### src/design/stable_matching_enumerator_macros.svh
// Assertion macros for the stable matching enumerator.
`ifndef STABLE_MATCHING_ENUMERATOR_MACROS_SVH
`define STABLE_MATCHING_ENUMERATOR_MACROS_SVH
`ifndef SYNTH
// Same-cycle implication.
`define SME_ASSERT_IMP(label, clk, rst, ante, cons) \
   label: assert property (@(posedge clk) disable iff (rst) (ante) |-> (cons)) \
      else $error("sme: assertion failed");
// Next-cycle implication.
`define SME_ASSERT_NXT(label, clk, rst, ante, cons) \
   label: assert property (@(posedge clk) disable iff (rst) (ante) |=> (cons)) \
      else $error("sme: assertion failed");
`else
`define SME_ASSERT_IMP(label, clk, rst, ante, cons)
`define SME_ASSERT_NXT(label, clk, rst, ante, cons)
`endif
`endif

### src/design/sme_pkg.sv
// Shared types and constants of the stable matching enumerator.
package sme_pkg;

   localparam int PAIRS_DEFAULT = 8;
   localparam int IDX_W         = 4;
   localparam int RANK_W        = 4;
   localparam int PAIRING_W     = 24;
   localparam int COUNT_W       = 16;

   localparam logic [1:0] CMD_WR_MAN   = 2'd0;
   localparam logic [1:0] CMD_WR_WOMAN = 2'd1;
   localparam logic [1:0] CMD_RESTART  = 2'd2;
   localparam logic [1:0] CMD_FIND     = 2'd3;

   typedef struct packed {
      logic [1:0]        cmd;
      logic [IDX_W-1:0]  man_index;
      logic [IDX_W-1:0]  woman_index;
      logic [RANK_W-1:0] rank_value;
   } req_type;

   typedef struct packed {
      logic                 found;
      logic [PAIRING_W-1:0] pairing;
      logic [COUNT_W-1:0]   solution_count;
   } rsp_type;

   // Table write request
   typedef struct packed {
      logic              man_we;
      logic              woman_we;
      logic [IDX_W-1:0]  man_idx;
      logic [IDX_W-1:0]  woman_idx;
      logic [RANK_W-1:0] value;
   } rank_wr_type;

   // Read addresses: man table (man, woman), woman table (woman, man)
   typedef struct packed {
      logic [IDX_W-1:0] man_m;
      logic [IDX_W-1:0] man_w;
      logic [IDX_W-1:0] wom_w;
      logic [IDX_W-1:0] wom_m;
   } rank_rd_type;

endpackage

### src/design/stable_matching_enumerator.sv
// Top level: resumable backtracking search over stable perfect matchings.
//
//   port group | dir | handshake          | beat payload
//   -----------+-----+--------------------+------------------------------------
//   req_       | in  | req_valid/req_stall | cmd, man_index, woman_index, rank
//   rsp_       | out | rsp_valid/rsp_stall | found, pairing, solution_count
//
// Writes and restarts produce no beat.
// Find-next walks the search tree: each level step makes one compare pass per
// earlier man (four rank-memory reads each), so the length of one find is set by
// the preference data.
// Reset (synchronous, active high) clears the search; rank tables keep contents.
// req_stall is high for the whole search; a pending rsp beat waits in the output
// register while new write or restart beats are still taken.
`include "stable_matching_enumerator_macros.svh"

module stable_matching_enumerator #(
   parameter int PAIRS = sme_pkg::PAIRS_DEFAULT
) (
   input  logic             clock,
   input  logic             reset,
   input  logic             req_valid,
   output logic             req_stall,
   input  sme_pkg::req_type req_data,
   output logic             rsp_valid,
   input  logic             rsp_stall,
   output sme_pkg::rsp_type rsp_data
);
   import sme_pkg::*;

   localparam int IW    = $clog2(PAIRS);      // man / woman index
   localparam int PW    = $clog2(PAIRS + 1);  // partner slot, PAIRS = exhausted
   localparam int PACKW = PAIRS * IW;

   // sequencer states
   localparam logic [2:0] S_IDLE    = 3'd0;
   localparam logic [2:0] S_ADVANCE = 3'd1;  // bump partner at current level
   localparam logic [2:0] S_LEVEL   = 3'd2;  // inspect current level
   localparam logic [2:0] S_CHECK   = 3'd3;  // blocking-pair test vs earlier men
   localparam logic [2:0] S_EMIT    = 3'd4;  // load result beat

   // check phases: each issues one man-table and one woman-table read
   localparam logic [2:0] PH_A = 3'd0;  // m(i,w), w(w,i); also the taken test
   localparam logic [2:0] PH_B = 3'd1;  // m(i,v), w(w,lvl)
   localparam logic [2:0] PH_C = 3'd2;  // compare 1; m(lvl,v), w(v,lvl)
   localparam logic [2:0] PH_D = 3'd3;  // m(lvl,w), w(v,i)
   localparam logic [2:0] PH_E = 3'd4;  // compare 2

   logic [2:0]        state_ff, state_in;
   logic [2:0]        phase_ff, phase_in;
   logic [PW-1:0]     partner_ff [PAIRS];
   logic [PW-1:0]     partner_in [PAIRS];
   logic [PW-1:0]     level_ff, level_in;
   logic [IW-1:0]     i_ff, i_in;
   logic [IW-1:0]     cur_w_ff, cur_w_in;
   logic [RANK_W-1:0] man_hold_ff, man_hold_in;
   logic [RANK_W-1:0] wom_hold_ff, wom_hold_in;
   logic [COUNT_W-1:0] total_ff, total_in;
   logic              done_ff, done_in;
   logic              emit_found_ff, emit_found_in;
   logic              rsp_valid_ff, rsp_valid_in;
   rsp_type           rsp_ff, rsp_in;

   logic              req_accept;
   logic              rsp_load;
   logic [IW-1:0]     lvl_idx;
   logic [IW-1:0]     rd_idx;
   logic [PW-1:0]     partner_rd;
   logic [IW-1:0]     v_idx;
   logic [PW-1:0]     desc_lvl;
   logic              last_i;
   logic              cmp_hit;
   logic [PACKW-1:0]  pack;
   rank_wr_type       tbl_wr;
   rank_rd_type       tbl_rd;
   logic [RANK_W-1:0] man_rank;
   logic [RANK_W-1:0] woman_rank;

   assign req_stall  = (state_ff != S_IDLE);
   assign req_accept = req_valid && !req_stall;
   assign rsp_valid  = rsp_valid_ff;
   assign rsp_data   = rsp_ff;
   assign rsp_load   = (state_ff == S_EMIT) && (!rsp_valid_ff || !rsp_stall);

   // single read port on the partner registers: man i while checking, else level
   assign lvl_idx    = level_ff[IW-1:0];
   assign rd_idx     = (state_ff == S_CHECK) ? i_ff : lvl_idx;
   assign partner_rd = partner_ff[rd_idx];
   assign v_idx      = partner_rd[IW-1:0];
   assign desc_lvl   = level_ff + PW'(1);
   assign last_i     = (PW'(i_ff) + PW'(1)) == level_ff;

   // shared compare unit: both halves of a blocking-pair test
   assign cmp_hit = (man_hold_ff < man_rank) && (wom_hold_ff < woman_rank);

   for (genvar m = 0; m < PAIRS; m++) begin : g_pack
      assign pack[m*IW +: IW] = partner_ff[m][IW-1:0];
   end

   // table writes straight from the request beat
   always_comb begin
      tbl_wr.man_we    = req_accept && (req_data.cmd == CMD_WR_MAN);
      tbl_wr.woman_we  = req_accept && (req_data.cmd == CMD_WR_WOMAN);
      tbl_wr.man_idx   = req_data.man_index;
      tbl_wr.woman_idx = req_data.woman_index;
      tbl_wr.value     = req_data.rank_value;
   end

   // read addresses for the current check phase (v = partner of man i)
   always_comb begin
      case (phase_ff)
         PH_B: begin
            tbl_rd.man_m = IDX_W'(i_ff);
            tbl_rd.man_w = IDX_W'(v_idx);
            tbl_rd.wom_w = IDX_W'(cur_w_ff);
            tbl_rd.wom_m = IDX_W'(lvl_idx);
         end
         PH_C: begin
            tbl_rd.man_m = IDX_W'(lvl_idx);
            tbl_rd.man_w = IDX_W'(v_idx);
            tbl_rd.wom_w = IDX_W'(v_idx);
            tbl_rd.wom_m = IDX_W'(lvl_idx);
         end
         PH_D: begin
            tbl_rd.man_m = IDX_W'(lvl_idx);
            tbl_rd.man_w = IDX_W'(cur_w_ff);
            tbl_rd.wom_w = IDX_W'(v_idx);
            tbl_rd.wom_m = IDX_W'(i_ff);
         end
         default: begin
            tbl_rd.man_m = IDX_W'(i_ff);
            tbl_rd.man_w = IDX_W'(cur_w_ff);
            tbl_rd.wom_w = IDX_W'(cur_w_ff);
            tbl_rd.wom_m = IDX_W'(i_ff);
         end
      endcase
   end

   sme_rank_tables #(
      .PAIRS(PAIRS)
   ) u_tables (
      .clock      (clock),
      .wr         (tbl_wr),
      .rd         (tbl_rd),
      .man_rank   (man_rank),
      .woman_rank (woman_rank)
   );

   // sequencer
   always_comb begin
      state_in      = state_ff;
      phase_in      = phase_ff;
      partner_in    = partner_ff;
      level_in      = level_ff;
      i_in          = i_ff;
      cur_w_in      = cur_w_ff;
      man_hold_in   = man_hold_ff;
      wom_hold_in   = wom_hold_ff;
      total_in      = total_ff;
      done_in       = done_ff;
      emit_found_in = emit_found_ff;

      case (state_ff)
         S_IDLE: begin
            if (req_accept) begin
               case (req_data.cmd)
                  CMD_RESTART: begin
                     for (int k = 0; k < PAIRS; k++) begin
                        partner_in[k] = '0;
                     end
                     level_in = '0;
                     total_in = '0;
                     done_in  = 1'b0;
                  end
                  CMD_FIND: begin
                     if (done_ff) begin
                        emit_found_in = 1'b0;
                        state_in      = S_EMIT;
                     end else if (level_ff == PW'(PAIRS)) begin
                        // resume after a reported matching: advance the last man
                        level_in = PW'(PAIRS - 1);
                        state_in = S_ADVANCE;
                     end else begin
                        state_in = S_LEVEL;
                     end
                  end
                  default: begin
                     // table writes handled by the write port
                  end
               endcase
            end
         end

         S_ADVANCE: begin
            partner_in[lvl_idx] = partner_rd + PW'(1);
            state_in            = S_LEVEL;
         end

         S_LEVEL: begin
            if (level_ff == PW'(PAIRS)) begin
               // every man placed: a stable matching
               if (total_ff != '1) begin
                  total_in = total_ff + COUNT_W'(1);
               end
               emit_found_in = 1'b1;
               state_in      = S_EMIT;
            end else if (partner_rd == PW'(PAIRS)) begin
               // candidates at this level used up: backtrack
               if (level_ff == '0) begin
                  done_in       = 1'b1;
                  emit_found_in = 1'b0;
                  state_in      = S_EMIT;
               end else begin
                  level_in = level_ff - PW'(1);
                  state_in = S_ADVANCE;
               end
            end else begin
               cur_w_in = partner_rd[IW-1:0];
               if (level_ff == '0) begin
                  // no earlier men, woman is always acceptable
                  level_in = desc_lvl;
                  if (desc_lvl != PW'(PAIRS)) begin
                     partner_in[desc_lvl[IW-1:0]] = '0;
                  end
               end else begin
                  i_in     = '0;
                  phase_in = PH_A;
                  state_in = S_CHECK;
               end
            end
         end

         S_CHECK: begin
            case (phase_ff)
               PH_A: begin
                  if (v_idx == cur_w_ff) begin
                     partner_in[lvl_idx] = PW'(cur_w_ff) + PW'(1);
                     state_in            = S_LEVEL;
                  end else begin
                     phase_in = PH_B;
                  end
               end
               PH_B: begin
                  man_hold_in = man_rank;
                  wom_hold_in = woman_rank;
                  phase_in    = PH_C;
               end
               PH_C: begin
                  // man i and woman w prefer each other
                  if (cmp_hit) begin
                     partner_in[lvl_idx] = PW'(cur_w_ff) + PW'(1);
                     state_in            = S_LEVEL;
                  end else begin
                     phase_in = PH_D;
                  end
               end
               PH_D: begin
                  man_hold_in = man_rank;
                  wom_hold_in = woman_rank;
                  phase_in    = PH_E;
               end
               PH_E: begin
                  // current man and woman v prefer each other
                  if (cmp_hit) begin
                     partner_in[lvl_idx] = PW'(cur_w_ff) + PW'(1);
                     state_in            = S_LEVEL;
                  end else if (last_i) begin
                     level_in = desc_lvl;
                     if (desc_lvl != PW'(PAIRS)) begin
                        partner_in[desc_lvl[IW-1:0]] = '0;
                     end
                     state_in = S_LEVEL;
                  end else begin
                     i_in     = i_ff + IW'(1);
                     phase_in = PH_A;
                  end
               end
               default: begin
                  phase_in = PH_A;
               end
            endcase
         end

         S_EMIT: begin
            if (rsp_load) begin
               state_in = S_IDLE;
            end
         end

         default: begin
            state_in = S_IDLE;
         end
      endcase
   end

   // output register
   always_comb begin
      rsp_valid_in = rsp_load || (rsp_valid_ff && rsp_stall);
      rsp_in       = rsp_ff;
      if (rsp_load) begin
         rsp_in.found          = emit_found_ff;
         rsp_in.pairing        = emit_found_ff ? PAIRING_W'(pack) : '0;
         rsp_in.solution_count = total_ff;
      end
   end

   always_ff @(posedge clock) begin
      if (reset) begin
         state_ff     <= S_IDLE;
         phase_ff     <= PH_A;
         level_ff     <= '0;
         total_ff     <= '0;
         done_ff      <= 1'b0;
         rsp_valid_ff <= 1'b0;
         for (int k = 0; k < PAIRS; k++) begin
            partner_ff[k] <= '0;
         end
      end else begin
         state_ff     <= state_in;
         phase_ff     <= phase_in;
         level_ff     <= level_in;
         total_ff     <= total_in;
         done_ff      <= done_in;
         rsp_valid_ff <= rsp_valid_in;
         partner_ff   <= partner_in;
      end
   end

   always_ff @(posedge clock) begin
      i_ff          <= i_in;
      cur_w_ff      <= cur_w_in;
      man_hold_ff   <= man_hold_in;
      wom_hold_ff   <= wom_hold_in;
      emit_found_ff <= emit_found_in;
      rsp_ff        <= rsp_in;
   end

   `SME_ASSERT_IMP(a_busy_stalls, clock, reset, state_ff != S_IDLE, req_stall)
   `SME_ASSERT_IMP(a_level_range, clock, reset, 1'b1, level_ff <= PW'(PAIRS))
   `SME_ASSERT_IMP(a_check_below, clock, reset, state_ff == S_CHECK, PW'(i_ff) < level_ff)
   `SME_ASSERT_IMP(a_done_at_root, clock, reset, done_ff, level_ff == '0)
   `SME_ASSERT_NXT(a_emit_valid, clock, reset, rsp_load, rsp_valid_ff && (state_ff == S_IDLE))

endmodule

### src/design/sme_rank_tables.sv
// Man and woman preference rank memories with registered read ports.
module sme_rank_tables #(
   parameter int PAIRS = sme_pkg::PAIRS_DEFAULT
) (
   input  logic                        clock,
   input  sme_pkg::rank_wr_type        wr,
   input  sme_pkg::rank_rd_type        rd,
   output logic [sme_pkg::RANK_W-1:0]  man_rank,
   output logic [sme_pkg::RANK_W-1:0]  woman_rank
);
   import sme_pkg::*;

   localparam int DEPTH = PAIRS * PAIRS;
   localparam int AW    = $clog2(DEPTH);
   localparam int IW    = $clog2(PAIRS);

   logic [RANK_W-1:0] man_mem   [DEPTH];
   logic [RANK_W-1:0] woman_mem [DEPTH];
   logic              wr_in_range;
   logic [AW-1:0]     man_wr_addr;
   logic [AW-1:0]     woman_wr_addr;
   logic [AW-1:0]     man_rd_addr;
   logic [AW-1:0]     woman_rd_addr;

   // row-major: row * PAIRS + column
   function automatic logic [AW-1:0] tbl_addr(input logic [IDX_W-1:0] row,
                                              input logic [IDX_W-1:0] col);
      tbl_addr = AW'(row[IW-1:0]) * AW'(PAIRS) + AW'(col[IW-1:0]);
   endfunction

   assign wr_in_range = (5'(wr.man_idx) < 5'(PAIRS)) && (5'(wr.woman_idx) < 5'(PAIRS));
   assign man_wr_addr   = tbl_addr(wr.man_idx, wr.woman_idx);
   assign woman_wr_addr = tbl_addr(wr.woman_idx, wr.man_idx);
   assign man_rd_addr   = tbl_addr(rd.man_m, rd.man_w);
   assign woman_rd_addr = tbl_addr(rd.wom_w, rd.wom_m);

   always_ff @(posedge clock) begin
      if (wr.man_we && wr_in_range) begin
         man_mem[man_wr_addr] <= wr.value;
      end
      man_rank <= man_mem[man_rd_addr];
   end

   always_ff @(posedge clock) begin
      if (wr.woman_we && wr_in_range) begin
         woman_mem[woman_wr_addr] <= wr.value;
      end
      woman_rank <= woman_mem[woman_rd_addr];
   end

endmodule

### config.mk
export PLATFORM = sky130hd
export DESIGN_NAME = stable_matching_enumerator
export DESIGN_NICKNAME = d
export VERILOG_FILES = /design/src/design/sme_pkg.sv /design/src/design/stable_matching_enumerator.sv /design/src/design/sme_rank_tables.sv
export VERILOG_INCLUDE_DIRS = /design/src /design/src/design
export SDC_FILE = /design/constraint.sdc
export NUM_CORES = 1
export LEC_CHECK = 0
export ABC_AREA = 1
export ABC_CLOCK_PERIOD_IN_PS = 3700
export BUFFER_PORTS_ARGS = -buffer_cell sky130_fd_sc_hd__buf_2
export CAP_MARGIN = 5
export CELL_PAD_IN_SITES_DETAIL_PLACEMENT = 1
export CELL_PAD_IN_SITES_GLOBAL_PLACEMENT = 2
export CORE_MARGIN = 2
export CORE_UTILIZATION = 30
export CTS_CLUSTER_DIAMETER = 50
export DETAILED_ROUTE_END_ITERATION = 8
export HOLD_SLACK_MARGIN = 0.08
export PLACE_DENSITY = 0.67
export SYNTH_ARGS = -nofsm -noshare
export SYNTH_HDL_FRONTEND = slang
export SYNTH_SLANG_ARGS = --single-unit
### constraint.sdc
create_clock -name clock -period 3.7 [get_ports clock]
set_input_delay 0.74 -clock clock [delete_from_list [all_inputs] [get_ports clock]]
set_output_delay 0.74 -clock clock [all_outputs]
set_load 0.02 [all_outputs]
# == Word level (Yosys, flattened, before mapping) ==
# Memory sizes are Yosys's and may differ from the RTL's. A register that Yosys moved wholly into a read port is not among the register bits.
# Cells that the tools add are included.
# Widths: inputs -> output; s select.
# classes
addsub,11
n_lt_le_gt_ge,9
eq_ne,49
muxes,85
n_bitwise,7
n_reduce_logical,36
# ops
operator,n
$mux 32,10
$pmux 32 s4,1
$pmux 32 s3,1
$mux 3,23
$bwmux 32,2
$mux 16,4
$mux 4,14
$pmux 15 s3,1
$ne 3x3->1 const B,12
$and 32x32->32,1
$not 32->32,1
$pmux 16 s2,1
$pmux 3 s5,2
$ne 2x2->1 const B,13
$add 6x3->6,4
$demux 4 s3,2
$add 16x1->16 const B,1
$ne 16x16->1 const B,1
$reduce_and 8->1,2
$mux 1,15
$bmux 4 s3,1
$eq 3x2->1 const B,4
$ge 4x4->1 const B,3
$ne 4x4->1 const B,3
42 further kinds,75
# totals
ff_bits,116
ram_bits,512
input_bits,18
out_inout_bits,43
wordCells,221
memories,2
# mem_list
name,depth,width,read_ports,rd_clocked_by_memory_dff,wr,line,text
u_tables.man_mem,64,4,1,1,1,sme_rank_tables.sv:17,logic [RANK_W-1:0] man_mem [DEPTH];
u_tables.woman_mem,64,4,1,1,1,sme_rank_tables.sv:18,logic [RANK_W-1:0] woman_mem [DEPTH];

# == Logic depth before layout (Yosys ltp) ==
# Gate-level depths: netlist of the first run.
# depth
depth_word,13
ltp_mapped,21
depth_no_buf,21

# == Hierarchy ==
# From an unflattened synthesis of the first run, not the netlist that was laid out.
# unflattened
hier_cells,3004
area_unflattened_um2,28945.3
# modules_own_cells
module,n_inst,cells_per_inst,area_each_um2,seq_area_each_um2
sme_rank_tables,1,1946,21548.2,15534.9
stable_matching_enumerator,1,1058,7397.1,2882.8

# == Least setup slack after synthesis of the first run ==
# No wires, ideal clock.
# synth_timing
path_type,input-to-reg
startpoint,input rsp_stall
endpoint,"register rsp_ff (netlist bit rsp_data[0]), enable pin"
setup_ns,0.439
arrival_time_ns,2.584
required_time_ns,3.261
path_slack_ns,0.676
stages,3
path_buffers,0
path_cell_list,nand2_1 > inv_1 > nor2_1
# synth_via
elab_chain_cells,3
# synth_lines
item,line,text
"start, declared",stable_matching_enumerator.sv:26,"input logic rsp_stall,"
$logic_not 1->1,stable_matching_enumerator.sv:83,assign rsp_load = (state_ff == S_EMIT) && (!rsp_valid_ff || !rsp_stall);
$logic_or 1x1->1,stable_matching_enumerator.sv:83,
$logic_and 1x1->1,stable_matching_enumerator.sv:83,
via rsp_load,stable_matching_enumerator.sv:65,logic rsp_load;
"end signal, assigned",stable_matching_enumerator.sv:335,rsp_ff <= rsp_in;
"end, declared",stable_matching_enumerator.sv:62,"rsp_type rsp_ff, rsp_in;"
# The timed path passes the listed nets, and every way through them passes these cells.
# A chain may end at the register's enable or synchronous reset.

# == Final worst setup path of the first run ==
# layout_timing
startpoint,register state_ff[2]
endpoint,"register emit_found_ff, enable pin"
# layout_via
elab_chain_cells,9
elab_cells_between_ends,19
classes_between,eq/ne (8); mux (4); bitwise (1); reduce/logical (6)
# layout_lines
item,line,text
"start, declared",stable_matching_enumerator.sv:49,"logic [2:0] state_ff, state_in;"
"start signal, assigned",stable_matching_enumerator.sv:319,state_ff <= state_in;
$eq 3x2->1,stable_matching_enumerator.sv:87,assign rd_idx = (state_ff == S_CHECK) ? i_ff : lvl_idx;
$mux 3,stable_matching_enumerator.sv:87,
$not 3->4 (not written as such),stable_matching_enumerator.sv:88,assign partner_rd = partner_ff[rd_idx];
$bmux 4 s3,stable_matching_enumerator.sv:88,
$mux 4 (not written as such) (2 in series),stable_matching_enumerator.sv:88,
via partner_rd[1],stable_matching_enumerator.sv:68,logic [PW-1:0] partner_rd;
$eq 4x4->1,stable_matching_enumerator.sv:207,end else if (partner_rd == PW'(PAIRS)) begin
$ne 3x3->1 (no source line),n/a,
$reduce_and 6->1 (no source line),n/a,
"end signal, assigned",stable_matching_enumerator.sv:334,emit_found_ff <= emit_found_in;
"end, declared",stable_matching_enumerator.sv:60,"logic emit_found_ff, emit_found_in;"
# The timed path passes the listed nets, and every way through them passes these cells. The select of a mux whose other input is x is not followed.

==> metrics.txt, run 1 <==
outcome finished, final reports clean; Synth area leader edfxtp_1; placed instance area 0.0313 mm2; synth top area cells edfxtp_1, nand2_1, nand3_1; CP Cell Sequence inv_2 -> nand3_4 -> nand2_4 -> nand2_4 -> inv_1 -> nand2_1 -> nand3_1 -> nand3_1 -> nand2_1 -> inv_1 -> ha_1 -> nand2_1 -> nor2_2 -> nor2_1 -> nand2_1 -> nand2_1 -> nor2_1 -> nand2_1 -> inv_1; fill cell count 11,000; global-route wire length before repair 146,000 um; CP max stage delay 0.52 ns; DR vias/cell 4.98; Lkg Pwr 13.1 nW; Seq cells post-synth 636; Root Driver clkbuf_16; min cycle time layout 3.39 ns; Initial Util 30.3%; crit share post-route 91.7%; Yosys warning count 0; Slew @ Worst Pin 0.979 ns; Die W 317 um; critical path data required time 4.09 ns; hold_sp rsp_stall; synth-to-layout area growth 18.6%; top cell type's share of synthesized area 58.2%; clk_lat worst skew 0.68 ns; worst hold slack 0.396 ns; H-Tree Depth 3; GRT overflow 0; Non-Filler Cell Area, Final 0.0347 mm2; final hold vios 0; Setup Viol. Count Final 0; CP Capture Type register; CTS Hold Buffers Added 0; RSZ-0062 raised after global routing false; Total GRT Usage 19.2%; antenna violations before repair 1; PortBufs 60; worst reg-to-reg setup slack 0.31 ns; drt total wl 95,700 um; Post-Syn Nets 3,045; DRC Markers 0; CTS buffer count 96; power per standard cell area 694 mW/mm2; slew margin rel. 34.7%; DRT Pass-1 Iters 5; core area 0.0967 mm2; Die Y 317 um; register area share after synthesis 62.9%; fin util 35.9%; Max Cap Viol 0; Bufs on Longest Clock Path 3; Site Rows 114; Routed wire per std cell 21.5 um; WP data arrival 3.78 ns; Final Slew Violations 0; post-DP HPWL 64,500 um; WHS Path Cells 3; Antenna Nets Post-Route 0; startpoint types register; n_diodes 0; highest clock rate 295 MHz; layout cells sized above 1 11.6%; Worst-path clk slew 0.06 ns; IO Pins 61; setup bufs post-CTS 0; vias in the first global route 23,500; Yosys cell types 44; setup_tns 0 ns; total power draw 24.1 mW; Initial DRC Count 1,459; DIE AREA 0.100 mm2; worst-path maximum fanout 23; Worst path slowest cell dfxtp_1; Worst R2R Start state_ff[2]; Worst Hold Class in -> reg; CTS tree yes; clock sink count 636; Crit path top cell by count nand2_1; R2R depth 19; largest net degree at the start of global routing 129; mapped cell area 0.0293 mm2; DR vias 22,200; crit path kind reg -> reg; nets@finish 3,128; post-synthesis cell count 3,014; Endpoint, Worst Hold rsp_valid; family with the most delay on the worst path simple AND/OR/NAND/NOR gates; Clock Skews 0.0226 ns; Syn Area/Cell 9.72 um2; capture point of the worst reg-to-reg path emit_found_ff; Final Wtd Congestion 0.852; Max VDD drop 351 uV; Buf/Inv on CP 4
==> routing by layer <==
| metal | vias up | wire length (um) | global-route usage, % |
|---|---|---|---|
| li1 | 10500 | - | - |
| met1 | 11100 | 42200 | 24.8 |
| met2 | 441 | 46600 | 33.1 |
| met3 | 188 | 4000 | 2.87 |
| met4 | 2 | 2840 | 6.33 |
| met5 | - | 13 | 0 |
==> where the power goes <==
| group | switching (mW) | internal (mW) |
|---|---|---|
| sequential | 0.164 | 8.00 |
| combinational | 4.63 | 1.77 |
| clock | 3.71 | 5.87 |
==> cell type report <==
cell class	instances	area [um2]	area share (%)
flip-flops and latches	636	18400	53.0
multi-input cells	1871	8940	25.7
inverters	354	1330	3.83
clock inverters	80	933	2.69
well taps	1276	1600	4.59
repair buffers	138	1060	3.06
clock buffers	101	2460	7.09
==> layout by cell type, fill, tap and decap left out, drive strengths merged, types with 9 or more instances in the layout <==
| master | count |
|---|---|
| a21oi | 82 |
| buf | 138 |
| bufinv | 13 |
| clkbuf | 101 |
| clkinv | 33 |
| dfxtp | 68 |
| edfxtp | 568 |
| ha | 13 |
| inv | 380 |
| nand2 | 618 |
| nand3 | 405 |
| nand3b | 45 |
| nand4 | 20 |
| nor2 | 332 |
| nor3 | 29 |
| o211ai | 42 |
| o21ai | 158 |
| o22ai | 49 |
| o311ai | 9 |
| or2 | 26 |
==> state kept, by name (all words and copies together) (netlist names), 3 cells and up <==
signal	flops
u_tables.man_mem	256
u_tables.woman_mem	256
rsp_data	41
pack	24
total_ff	16
partner_ff	8
level_ff	4
man_hold_ff	4
u_tables.man_rank	4
u_tables.woman_rank	4
wom_hold_ff	4
cur_w_ff	3
i_ff	3
phase_ff	3
state_ff	3
==> metrics by stage <==
step | instances | setup slack, ns
after global routing | 4456 | 0.00807
after CTS | 4456 | 0.0984
after global placement | 4275 | 0.268
after floorplan | 3014 | 0.676
final | 4456 | 0.306
after detailed placement | 4275 | 0.112
==> logic make-up after synthesis <==
| family | share of synthesized area, % |
|---|---|
| compound gates | 7.37 |
| xor+xnor | 0.354 |
| flops | 62.9 |
| simple gates | 22.0 |
| fa+ha+maj | 0.555 |
| buf+inv | 6.83 |
==> worst max path at each step <==
stage / start / end / slack (ns) / depth (start not counted)
finish: state_ff[2] / emit_found_ff / 0.31 / 19
CTS: state_ff[2] / pack[4] / 0.1 / 20
global route: state_ff[2] / pack[17] / 0.008 / 20
detailed placement: state_ff[2] / partner_ff[3] / 0.11 / 20
floorplan: rsp_stall / rsp_data[0] / 0.68 / 3
global placement: state_ff[2] / partner_ff[11] / 0.27 / 20
==> timing repair <==
item / in CTS / in global routing
hold endpoints to repair: 0 / 0
gates resized for setup: 0 / 2
setup endpoints to repair: 0 / 32
==> synthesized netlist by cell type (all sizes together) <==
cell type  count
a211oi         6
a21boi         2
a21o           4
a21oi         82
a32oi          8
and3           1
buf           42
clkbuf       111
clkinv         2
dfxtp         68
edfxtp       568
ha            13
inv          352
nand2        618
nand3        405
nand3b        45
nand4         20
nor2         332
nor3          29
o2111ai        8
o211ai        42
o21a           1
o21ai        158
o21ba          1
o22ai         49
o311ai         9
o31ai          1
or2           26
xnor2          5
xor2           6
==> worst min-delay path, cell delays in order <==
cell	delay (ns)
buf_2	0.10
nand2_1	0.08
a21oi_1	0.08
No activity file was read; power rests on OpenSTA's default activity.
==> run 2: changes to the inputs <==
--- a/config.mk
+++ b/config.mk
@@ -10,14 +10,12 @@
 export ABC_CLOCK_PERIOD_IN_PS = 3700
 export BUFFER_PORTS_ARGS = -buffer_cell sky130_fd_sc_hd__buf_2
 export CAP_MARGIN = 5
-export CELL_PAD_IN_SITES_DETAIL_PLACEMENT = 1
-export CELL_PAD_IN_SITES_GLOBAL_PLACEMENT = 2
 export CORE_MARGIN = 2
 export CORE_UTILIZATION = 30
 export CTS_CLUSTER_DIAMETER = 50
 export DETAILED_ROUTE_END_ITERATION = 8
 export HOLD_SLACK_MARGIN = 0.08
-export PLACE_DENSITY = 0.67
+export PLACE_DENSITY = 0.5
 export SYNTH_ARGS = -nofsm -noshare
 export SYNTH_HDL_FRONTEND = slang
 export SYNTH_SLANG_ARGS = --single-unit
==> run 2 against run 1 <==
  * Routed wire length decreased by 10%
  * Clock power decreased by 13%
  * Combinational power is 2% lower
  * Die area is the same
  * Cell count is 0.38% lower
==> metrics.txt, run 2 (synthesis gave the netlist of run 1 again) <==
sw frac 35.7%; CP Capture Type register; Worst-path clk slew 0.06 ns; Max Cap Viol 0; global-route wire length before repair 132,000 um; Max VDD drop 415 uV; CTS buffer count 87; most frequent cells in the layout nand2_1, edfxtp_1, nand3_1; fill cell count 9,847; worst-path maximum fanout 33; layout cells sized above 1 10.9%; Reg power frac 35.8%; register area 0.0184 mm2; setup bufs post-CTS 0; power per standard cell area 662 mW/mm2; WP data arrival 3.97 ns; DR vias 21,700; crit path kind reg -> reg; setup_tns 0 ns; Logic pwr share 27.6%; Lkg Pwr 12.8 nW; crit share post-route 91.4%; area of the multi-input gates 0.00895 mm2; Initial Util 30.3%; largest net degree at the start of global routing 129; Final Wtd Congestion 0.888; clk_lat worst skew 0.66 ns; nets@finish 3,119; commonest non-fill, non-tap cell in the layout nand2_1; Clock power frac 36.6%; drt total wl 86,000 um; Slew @ Worst Pin 1.19 ns; startpoint types register; Routed wire per std cell 19.4 um; Cell Count, Final, Fillers Out 4,439; RSZ-0062 raised after global routing false; Site Rows 114; Bufs on Longest Clock Path 3; Root Driver clkbuf_16; outcome finished, final reports clean; critical path data required time 4.29 ns; GRT overflow 0; CTS Hold Buffers Added 0; final hold vios 0; DRC Markers 0; Antenna Nets Post-Route 0; DIE AREA 0.100 mm2; Final Slew Violations 0; slew margin rel. 19.8%; Clock Skews 0.0545 ns; synth-to-layout area growth 16.9%; Die Y 317 um; sw power 8.09 mW; Die W 317 um; CTS resizes 0; n_diodes 0; DR vias/cell 4.89; IO Pins 61; PortBufs 60; Initial DRC Count 2,039; CTS tree yes; H-Tree Depth 3; vias in the first global route 21,100; post-DP HPWL 56,100 um; Total GRT Usage 17.2%; min cycle time layout 3.38 ns; core area 0.0967 mm2; placed instance count 4,275; clock sink count 636; highest clock rate 296 MHz; Setup Viol. Count Final 0; antenna violations before repair 1; Worst Hold Class in -> reg; DRT Pass-1 Iters 6; Pint 14.6 mW
-- run 2: cell count changes in the layout (fill, tap and decap cells not counted), sizes merged --
cell,delta
bufinv,-8
clkbuf,-2
clkinv,-1
inv,-6
-- run 2: area by class of cell --
| cell class | instances | share of cell area (%) |
|---|---|---|
| clock inverters | 65 | 1.98 |
| flip-flops and latches | 636 | 53.8 |
| well taps | 1276 | 4.66 |
| inverters | 354 | 3.89 |
| multi-input cells | 1871 | 26.1 |
| repair buffers | 138 | 3.09 |
| clock buffers | 99 | 6.51 |
-- run 2: critical path: stages (launching register included) --
cell and delay [ns]:
dfxtp_1 0.44, inv_2 0.09, nand2_1 0.09, nor2_1 0.08
nor2_4 0.35, inv_1 0.28, o21ai_4 0.21, buf_4 0.40
buf_4 0.43, o21ai_0 0.15, o22ai_1 0.26, nand2_1 0.08
nand2_1 0.10, nand2_1 0.06, nand3_1 0.12, nand3_1 0.09
nand2_1 0.07
-- run 2: metal layers --
| metal | up-vias | routed length (um) | GRT usage [%] |
|---|---|---|---|
| met2 | 637 | 40000 | 27.8 |
| met1 | 10500 | 39400 | 23.9 |
| li1 | 10500 | - | - |
| met4 | 2 | 2140 | 5.11 |
| met5 | - | 15 | 0 |
| met3 | 124 | 4410 | 2.32 |
-- run 2: stage by stage --
stage                     power, mW  setup WS (ns)  hold slack, ns  utilization (%)  cell area (um2)
final                          22.7          0.318           0.424             35.4            34300
after global routing           23.9         0.0279           0.451             35.4            34300
after CTS                      22.9          0.230           0.386             35.4            34300
after detailed placement       14.5          0.197           0.449             32.4            31400
after global placement         14.5          0.327           0.414             32.4            31400
after floorplan                12.4          0.676           0.403                -            29300
-- run 2: final timing paths --
check / startpoint / to / slack [ns] / cells past startpoint
worst max-delay path: phase_ff[2] / u_tables.woman_rank[1] / 0.32 / 16
worst min-delay path: rsp_stall / rsp_valid / 0.42 / 3
worst max register to register: phase_ff[2] / u_tables.woman_rank[1] / 0.32 / 16
worst min register to register: total_ff[15] / rsp_data[15] / 0.46 / 0
-- run 2: power groups by stage --
stage                     sequential, mW  clock [mW]  combinational [mW]
final                               8.13        8.31                6.26
after CTS                           8.13        8.49                6.26
after floorplan                     8.27           0                4.09
after global routing                8.15        8.77                6.95
after detailed placement            8.28           0                6.24
after global placement              8.28           0                6.24
==> run 3: changes to the inputs <==
--- a/config.mk
+++ b/config.mk
@@ -16,6 +16,7 @@
 export DETAILED_ROUTE_END_ITERATION = 8
 export HOLD_SLACK_MARGIN = 0.08
 export PLACE_DENSITY = 0.5
+export RECOVER_POWER = 100
 export SYNTH_ARGS = -nofsm -noshare
 export SYNTH_HDL_FRONTEND = slang
 export SYNTH_SLANG_ARGS = --single-unit
==> run 3 against run 2 <==
  * The flow now finishes with violations (capacitance limit, slew limit)
  * Sequential power is essentially flat
  * Clock-buffer cell count is the same
  * Via count grew 0.42%
  * Setup slack is essentially flat
  * Die area is the same
  * Global-route usage is the same
  * Critical path type unchanged
  * Critical endpoint unchanged
==> metrics.txt, run 3 (synthesis gave the netlist of run 1 again) <==
outcome finished with violations; failing checks capacitance limit, slew limit; Site Rows 114; Reg power frac 35.9%; Initial DRC Count 2,063; highest clock rate 296 MHz; clk_lat worst skew 0.66 ns; Non-Filler Cell Area, Final 0.0341 mm2; Worst-path clk slew 0.06 ns; worst reg-to-reg setup slack 0.32 ns; clock sink count 636; global-route wire length before repair 132,000 um; Die W 317 um; Initial Util 30.3%; H-Tree Depth 3; Root Driver clkbuf_16; vias in the first global route 21,100; sw frac 35.7%; RSZ-0062 raised after global routing false; Total GRT Usage 17.2%; DR vias/cell 4.91; antenna violations before repair 1; Final Wtd Congestion 0.888; Max VDD drop 415 uV; min cycle time layout 3.38 ns; critical path data required time 4.29 ns; DRT Pass-1 Iters 6; Logic pwr share 27.4%; sw power 8.08 mW; PortBufs 60; Worst R2R Start phase_ff[2]; Pint 14.6 mW; Max Cap Viol 7; Clock Skews 0.0540 ns; pre-CTS setup slack 0.197 ns; CTS buffer count 87; core area 0.0967 mm2; synth-to-layout area growth 16.4%; crit share post-route 91.4%; nets@finish 3,119; final hold vios 0; layout cells sized above 1 9.14%; WP data arrival 3.97 ns; startpoint types register; WHS Path Cells 3; most frequent cells in the layout nand2_1, edfxtp_1, nand3_1; worst hold slack 0.424 ns; Critical Path End u_tables.woman_rank[1]; placed instance count 4,275; fill cell count 9,872; worst-path maximum fanout 33; Critical Path Source phase_ff[2]; setup bufs post-CTS 0; IO Pins 61; CP Capture Type register; Die Y 317 um; DRC Markers 0; Bufs on Longest Clock Path 3; Setup Viol. Count Final 0; fin util 35.3%; DIE AREA 0.100 mm2; Cell Count, Final, Fillers Out 4,439; largest net degree at the start of global routing 129; Routed wire per std cell 19.4 um; setup_tns 0 ns; Worst Setup Slack, final 0.318 ns; n_diodes 0; commonest non-fill, non-tap cell in the layout nand2_1; GRT overflow 0; post-DP HPWL 56,100 um; CTS resizes 0; DR vias 21,800; power per standard cell area 665 mW/mm2; placed instance area 0.0314 mm2; Slew @ Worst Pin 2.97 ns; total power draw 22.7 mW; Clock power frac 36.6%; capture point of the worst reg-to-reg path u_tables.woman_rank[1]; Lkg Pwr 12.7 nW; crit path kind reg -> reg; Antenna Nets Post-Route 0; slew margin rel. -98.0%; drt total wl 85,900 um; Worst Hold Class in -> reg; CTS tree yes; R2R depth 16; CTS Hold Buffers Added 0; Final Slew Violations 343
## run 3: area by class of cell
cell class	count	area, um2	area share (%)
repair buffers	138	907	2.66
clock buffers	99	2230	6.55
multi-input cells	1871	8930	26.2
well taps	1276	1600	4.68
inverters	354	1330	3.91
clock inverters	65	677	1.99
flip-flops and latches	636	18400	54.0
## run 3: how the worst min path moves through the flow
stage | from | end | slack [ns]
floorplan | u_tables.man_rank[0] | man_hold_ff[0] | 0.40
global placement | u_tables.woman_rank[1] | wom_hold_ff[1] | 0.41
detailed placement | total_ff[8] | rsp_data[8] | 0.45
CTS | rsp_stall | rsp_valid | 0.39
global route | rsp_stall | rsp_valid | 0.45
finish | rsp_stall | rsp_valid | 0.42
## run 3: worst max-delay path, cell delays in order (launching register included)
cell and delay [ns]:
dfxtp_1 0.42, inv_1 0.12, nand2_1 0.10, nor2_1 0.08, nor2_4 0.33, inv_1 0.28, o21ai_4 0.20, buf_4 0.40
buf_4 0.43, o21ai_0 0.15, o22ai_1 0.27, nand2_1 0.08, nand2_1 0.10, nand2_1 0.06, nand3_1 0.12, nand3_1 0.09
nand2_1 0.07
## run 3: power by group through the flow
stage / Sequential [mW] / Clock (mW) / Combinational [mW]
final: 8.14 / 8.31 / 6.22
after global routing: 8.16 / 8.77 / 6.92
after CTS: 8.13 / 8.49 / 6.26
after detailed placement: 8.28 / 0 / 6.24
after global placement: 8.28 / 0 / 6.24
after floorplan: 8.27 / 0 / 4.09
## run 3: metal layers
metal  track usage (%)  part of all wire [%]  up-vias
met5                 0                 0.017        -
met4              5.11                   2.4        2
met3              2.32                   5.6      119
met2              27.8                    47      650
met1              23.9                    45    10600
li1                  -                     -    10400
